File: src/hdl/cau_pkg.sv
`default_nettype none
package cau_pkg;

  localparam int WORD_BITS     = 32;
  localparam int FRAC_BITS     = 28;
  localparam int EXPONENT_BITS = 8;
  localparam int OP_BITS       = 3;

  localparam int PROD_W = 2 * WORD_BITS;
  localparam int ACC_W  = 2 * WORD_BITS + 1;

  typedef enum logic [OP_BITS-1:0] {
    OP_ADD = 3'd0,
    OP_SUB = 3'd1,
    OP_MUL = 3'd2,
    OP_POW = 3'd3,
    OP_DIV = 3'd4
  } op_e;

  typedef struct packed {
    logic                 ovf;
    logic [WORD_BITS-1:0] val;
  } sat_t;

  localparam logic [WORD_BITS-1:0] WORD_MAX = {1'b0, {(WORD_BITS-1){1'b1}}};
  localparam logic [WORD_BITS-1:0] WORD_MIN = {1'b1, {(WORD_BITS-1){1'b0}}};

  // Clamp a wide signed value to the signed word range.
  function automatic sat_t sat_word(input logic signed [ACC_W-1:0] x);
    logic [ACC_W-WORD_BITS:0] hi;
    sat_t                     r;
    hi = x[ACC_W-1:WORD_BITS-1];
    if ((&hi) || !(|hi)) begin
      r.ovf = 1'b0;
      r.val = x[WORD_BITS-1:0];
    end else begin
      r.ovf = 1'b1;
      r.val = x[ACC_W-1] ? WORD_MIN : WORD_MAX;
    end
    return r;
  endfunction

  localparam logic signed [ACC_W-1:0] ONE_ACC = ACC_W'(1) <<< FRAC_BITS;

endpackage
`default_nettype wire

File: src/hdl/cau_div.sv
`default_nettype none
module cau_div (
  input  wire logic                                clk_i,
  input  wire logic                                rst_ni,
  input  wire logic                                start_i,
  input  wire logic signed [cau_pkg::ACC_W-1:0]    num_i,
  input  wire logic [cau_pkg::PROD_W-1:0]          den_i,
  output logic                                     done_o,
  output cau_pkg::sat_t                            res_o
);

  localparam int W     = cau_pkg::WORD_BITS;
  localparam int F     = cau_pkg::FRAC_BITS;
  localparam int AW    = cau_pkg::ACC_W;
  localparam int DW    = cau_pkg::PROD_W;
  localparam int MW    = AW + F;
  localparam int CNT_W = $clog2(W + 1);

  logic              run_q, run_d;
  logic              done_q, done_d;
  logic [CNT_W-1:0]  cnt_q, cnt_d;
  logic [DW-1:0]     rem_q, rem_d;
  logic [DW-1:0]     den_q, den_d;
  logic [W-1:0]      low_q, low_d;
  logic [W-1:0]      quo_q, quo_d;
  logic              neg_q, neg_d;
  logic              big_q, big_d;

  logic [AW-1:0]     mag;
  logic [MW-1:0]     scaled;
  logic [MW-1:0]     hi_ext;
  logic [DW:0]       trial;
  logic [DW:0]       diff;

  always_comb begin
    mag    = num_i[AW-1] ? AW'(-num_i) : AW'(num_i);
    scaled = {mag, {F{1'b0}}};
    hi_ext = MW'(scaled[MW-1:W]);
    trial  = {rem_q, low_q[W-1]};
    diff   = trial - {1'b0, den_q};

    run_d  = run_q;
    done_d = 1'b0;
    cnt_d  = cnt_q;
    rem_d  = rem_q;
    den_d  = den_q;
    low_d  = low_q;
    quo_d  = quo_q;
    neg_d  = neg_q;
    big_d  = big_q;

    if (start_i) begin
      run_d = 1'b1;
      cnt_d = '0;
      den_d = den_i;
      neg_d = num_i[AW-1];
      big_d = hi_ext >= MW'(den_i);
      // upper part is below the divisor unless the quotient is too big anyway
      rem_d = DW'(scaled[MW-1:W]);
      low_d = scaled[W-1:0];
      quo_d = '0;
    end else if (run_q) begin
      // one quotient bit per cycle
      if (!diff[DW]) begin
        rem_d = diff[DW-1:0];
        quo_d = {quo_q[W-2:0], 1'b1};
      end else begin
        rem_d = trial[DW-1:0];
        quo_d = {quo_q[W-2:0], 1'b0};
      end
      low_d = {low_q[W-2:0], 1'b0};
      cnt_d = cnt_q + CNT_W'(1);
      if (cnt_q == CNT_W'(W - 1)) begin
        run_d  = 1'b0;
        done_d = 1'b1;
      end
    end
  end

  always_ff @(posedge clk_i or negedge rst_ni) begin
    if (!rst_ni) begin
      run_q  <= 1'b0;
      done_q <= 1'b0;
      cnt_q  <= '0;
    end else begin
      run_q  <= run_d;
      done_q <= done_d;
      cnt_q  <= cnt_d;
    end
  end

  always_ff @(posedge clk_i) begin
    rem_q <= rem_d;
    den_q <= den_d;
    low_q <= low_d;
    quo_q <= quo_d;
    neg_q <= neg_d;
    big_q <= big_d;
  end

  always_comb begin
    res_o.ovf = 1'b0;
    res_o.val = quo_q;
    if (big_q) begin
      res_o.ovf = 1'b1;
      res_o.val = neg_q ? cau_pkg::WORD_MIN : cau_pkg::WORD_MAX;
    end else if (neg_q) begin
      if (quo_q > cau_pkg::WORD_MIN) begin
        res_o.ovf = 1'b1;
        res_o.val = cau_pkg::WORD_MIN;
      end else begin
        res_o.val = -quo_q;
      end
    end else if (quo_q[W-1]) begin
      res_o.ovf = 1'b1;
      res_o.val = cau_pkg::WORD_MAX;
    end
  end

  assign done_o = done_q;

endmodule
`default_nettype wire

File: config.mk
export PLATFORM = sky130hd
export DESIGN_NAME = cau_div
export DESIGN_NICKNAME = d
export VERILOG_FILES = /design/src/hdl/cau_pkg.sv /design/src/hdl/cau_div.sv
export SDC_FILE = /design/constraint.sdc
export NUM_CORES = 1
export LEC_CHECK = 0
export ABC_AREA = 1
export BUFFER_PORTS_ARGS = -buffer_cell sky130_fd_sc_hd__buf_2
export CORE_UTILIZATION = 32
export DETAILED_ROUTE_END_ITERATION = 6
export MAX_ROUTING_LAYER = met4
export PLACE_DENSITY_LB_ADDON = 0.12
export SLEW_MARGIN = 20
export SYNTH_ARGS = -nofsm -noshare
export SYNTH_HDL_FRONTEND = slang
export SYNTH_SLANG_ARGS = --single-unit
File: constraint.sdc
create_clock -name clk_i -period 3.7 [get_ports clk_i]
set_input_delay 0.74 -clock clk_i [delete_from_list [all_inputs] [get_ports clk_i]]
set_output_delay 0.74 -clock clk_i [all_outputs]
set_load 0.01 [all_outputs]
==> metrics.md <==
| Metric | Value |
|---|---|
| Number of max-cap violations | 0 |
| Fmax | roughly 280 MHz |
| Critical Path RT | just under 3000 ps |
| Post-CTS Hold Fix Bufs | 0 |
| Cell taking the most area after synthesis | edfxtp_1 |
| Reg-to-reg critical path startpoint | den_q[0]$_DFFE_PP_ |
| First-pass GRT wire length | 111000 um |
| Synth Warn # | 0 |
| Min Tclk post-route | about 3500 ps |
| Yosys reg bits | 174 |
| Top cells by area, synth | edfxtp_1 21%, nand2_1 21%, inv_1 12% |
| CTS tree | built |
| Proportion of layout cells with a drive suffix above 1 | between 10% and 20% |
| Largest net degree at the start of global routing | approximately 130 |
| Final hold vios | 0 |
| CP endpoint kind | output pin |
| Antenna violations before repair | 1 |
| GP Congestion | roughly 0.96 |
| Syn avg cell area | between 6 and 7 um^2 |
| # diodes | 0 |
| Critical path startpoint category | flip-flop |
| Max-slew headroom | about 30% |
| Clock Latency Late Sink | ~500 ps |
| CP arrival | 2780 ps |
| Leak pwr | approximately 12 nW |
| Initial Util | between 30% and 40% |
| Non-Filler Instances | slightly above 4000 |
| Pins Over Slew Limit | 0 |
| NumNets Final | about 3600 |
| WP buf/inv | 3 |
| Final period util | between 90% and 100% |
| DR pass1 iterations | 7 |
| Count leader, synth | nand2_1 |
| Die boundary width | around 240 um |
| Iter 0 DRT Violations | 1475 |
| H-tree Lvls | 4 |
| Reg2reg end | rem_q[35]$_DFFE_PP_ |
| Via count | 19800 |
| GRT Overall Usage | approximately a quarter |
| Std cell rows | just under 90 |
| Delay-heaviest family, CP | simple AND/OR/NAND/NOR gates |
| Worst-Margin Slew | roughly 1000 ps |
| Ports | about 170 |
| FILL cells | ~6400 |
| Run status | finished clean |
| Die area | about 60000 um^2 |
| # port buffers | 165 |
| Post-synth cell types | 54 |
| Number of enable flip-flop cells after synthesis | between 100 and 150 |
| Final HPWL DP | 62000 um |
| Placed cell count | 4069 |
| R2R setup slack | ~490 ps |
| Height of the chip | about 240 um |
| FF/Latch Area | between 4000 and 5000 um^2 |
| Worst Setup Path Type | reg2out |
| Crit-path cells | inv_1, ha_2, nand2_1, nor2_1, nor3b_4, nand3_1, nand2_1, nand3_1, buf_4, o221ai_1, buf_2 |
| Ys async rst share | 4.60% |
| Mean number of vias per cell | 4.83 |
| Final wirelength | slightly above 70000 um |
| Crit path max fanout | 10 |
| Reg2Reg Depth | 17 |
| Post-route ant nets | 0 |
| Area grow syn2layout | 19.2% |
| Area of the multi-input gates | 11200 um^2 |
| Synth cell count leaders | 1032 x nand2_1, 608 x inv_1, 229 x nor2_1 |
| Vias in the first global route | 19300 |
| Slowest cell on the critical path | dfxtp_1 |
| Sink Count | 174 |
| Core Region | around 58000 um^2 |
| Final Skew | 18.9 ps |
| Syn nets | 3273 |
| Final Power | 13.5 mW |
| Hold Crit Class | in2async |
| Max rail drop VDD | roughly 0.00043 V |
| Most used DFF post-synth | edfxtp_1 |
| Post-Syn Instances | ~3000 |
| Final setup viols | 0 |
| Post-synthesis instance area | ~19000 um^2 |
| Register area share after synthesis | 25.9% |
| WL/cell | between 15 and 20 um |
| Gr ovfl total | 0 |
| Root Driver | clkbuf_16 |
| Total CTS buffers | 17 |
| Clock-pin slew on the worst setup and hold paths | approximately 70 ps |
| CTS Buffer Depth | 2 |
| Post-synth top area share | 21.1% |
| Total power per unit cell area | 606 nW/um^2 |
| Slowest stage delay, CP | approximately 320 ps |
| DRC viols | 0 |
-- flip-flops by register name, summed over array words and instances, names as in the netlist --
signal and count:
den_q 64, rem_q 64, cnt_q 6, low_q 4, run_q 1, done_o 1, neg_q 1, quo_q 32
big_q 1
-- layout by cell type, fill, tap and decap left out, drive strengths merged, types with 44 or more instances in the layout --
| cell | n |
|---|---|
| a21oi | 105 |
| nand2 | 1049 |
| ha | 128 |
| inv | 623 |
| o21ai | 58 |
| edfxtp | 131 |
| nor2 | 244 |
| xor2 | 74 |
| buf | 349 |
| nand3 | 241 |
| nand4 | 44 |
| nor3 | 45 |
-- how the worst max path moves through the flow --
stage                           from                 endpoint  cells past startpoint
6_report       quo_q[0]$_SDFFE_PP0P_                 res_o[4]                     11
4_1_cts        quo_q[0]$_SDFFE_PP0P_                res_o[30]                     12
2_1_floorplan                start_i  low_q[28]$_SDFFCE_PN0P_                      3
3_5_place_dp                num_i[1]          big_q$_DFFE_PP_                     19
3_3_place_gp                num_i[1]          big_q$_DFFE_PP_                     19
5_1_grt        quo_q[0]$_SDFFE_PP0P_                 res_o[4]                     11
-- area by class of cell --
cell class,instances,share of cell area (%)
flip-flops and latches,174,21.7
multi-input cells,2164,50.5
clock buffers,17,1.91
repair buffers,349,10.3
well taps,765,4.31
clock inverters,15,0.782
inverters,618,10.5
-- per-layer routing --
layer / share of wire (%) / up-vias / GRT usage [%] / wire length (um)
met5: 0 / - / - / 0
met2: 44 / 440 / 39.8 / 32400
met1: 49 / 9203 / 33.9 / 35300
met3: 3.8 / 96 / 2.78 / 2790
li1: - / 10100 / - / -
met4: 3.1 / 0 / 8.90 / 2290
-- metrics by stage --
stage	area (um^2)	hold WS [ps]	setup WS [ps]	utilization (%)	TNS [ps]
floorplan	18600	433	332	-	0
global placement	21600	459	-390	37.5	-390
detailed placement	21600	470	-387	37.5	-387
CTS	22200	31.2	32.2	38.6	0
global route	22200	53.4	-4.41	38.6	-4.41
finish	22200	72.3	183	38.6	0
-- power breakdown --
group / internal [mW] / leakage (nW) / switching (mW)
sequential: 2.62 / 1.74 / 0.246
clock: 0.961 / 0.290 / 0.941
combinational: 2.88 / 10.2 / 5.83
total: 6.46 / 12.2 / 7.02
-- cell families (layout without fill, tap and decap cells) --
family | Yosys count | count (layout) | share of synthesized area [%]
DFF | 174 | 174 | 25.9
AOI/OAI and AO/OA | 234 | 234 | 7.16
xor gates and xnor gates | 107 | 107 | 5.07
and+or+nand+nor | 1694 | 1694 | 39.1
adders and majority gates | 129 | 129 | 8.70
buffers and inverters | 674 | 999 | 14.0
-- repair_timing --
action / in CTS / in global routing
pin swaps: 0 / 1
setup endpoints to repair: 1 / 21
setup buffers: 0 / 1
gates resized for setup: 1 / 9
No activity file was read; power rests on OpenSTA's default activity.
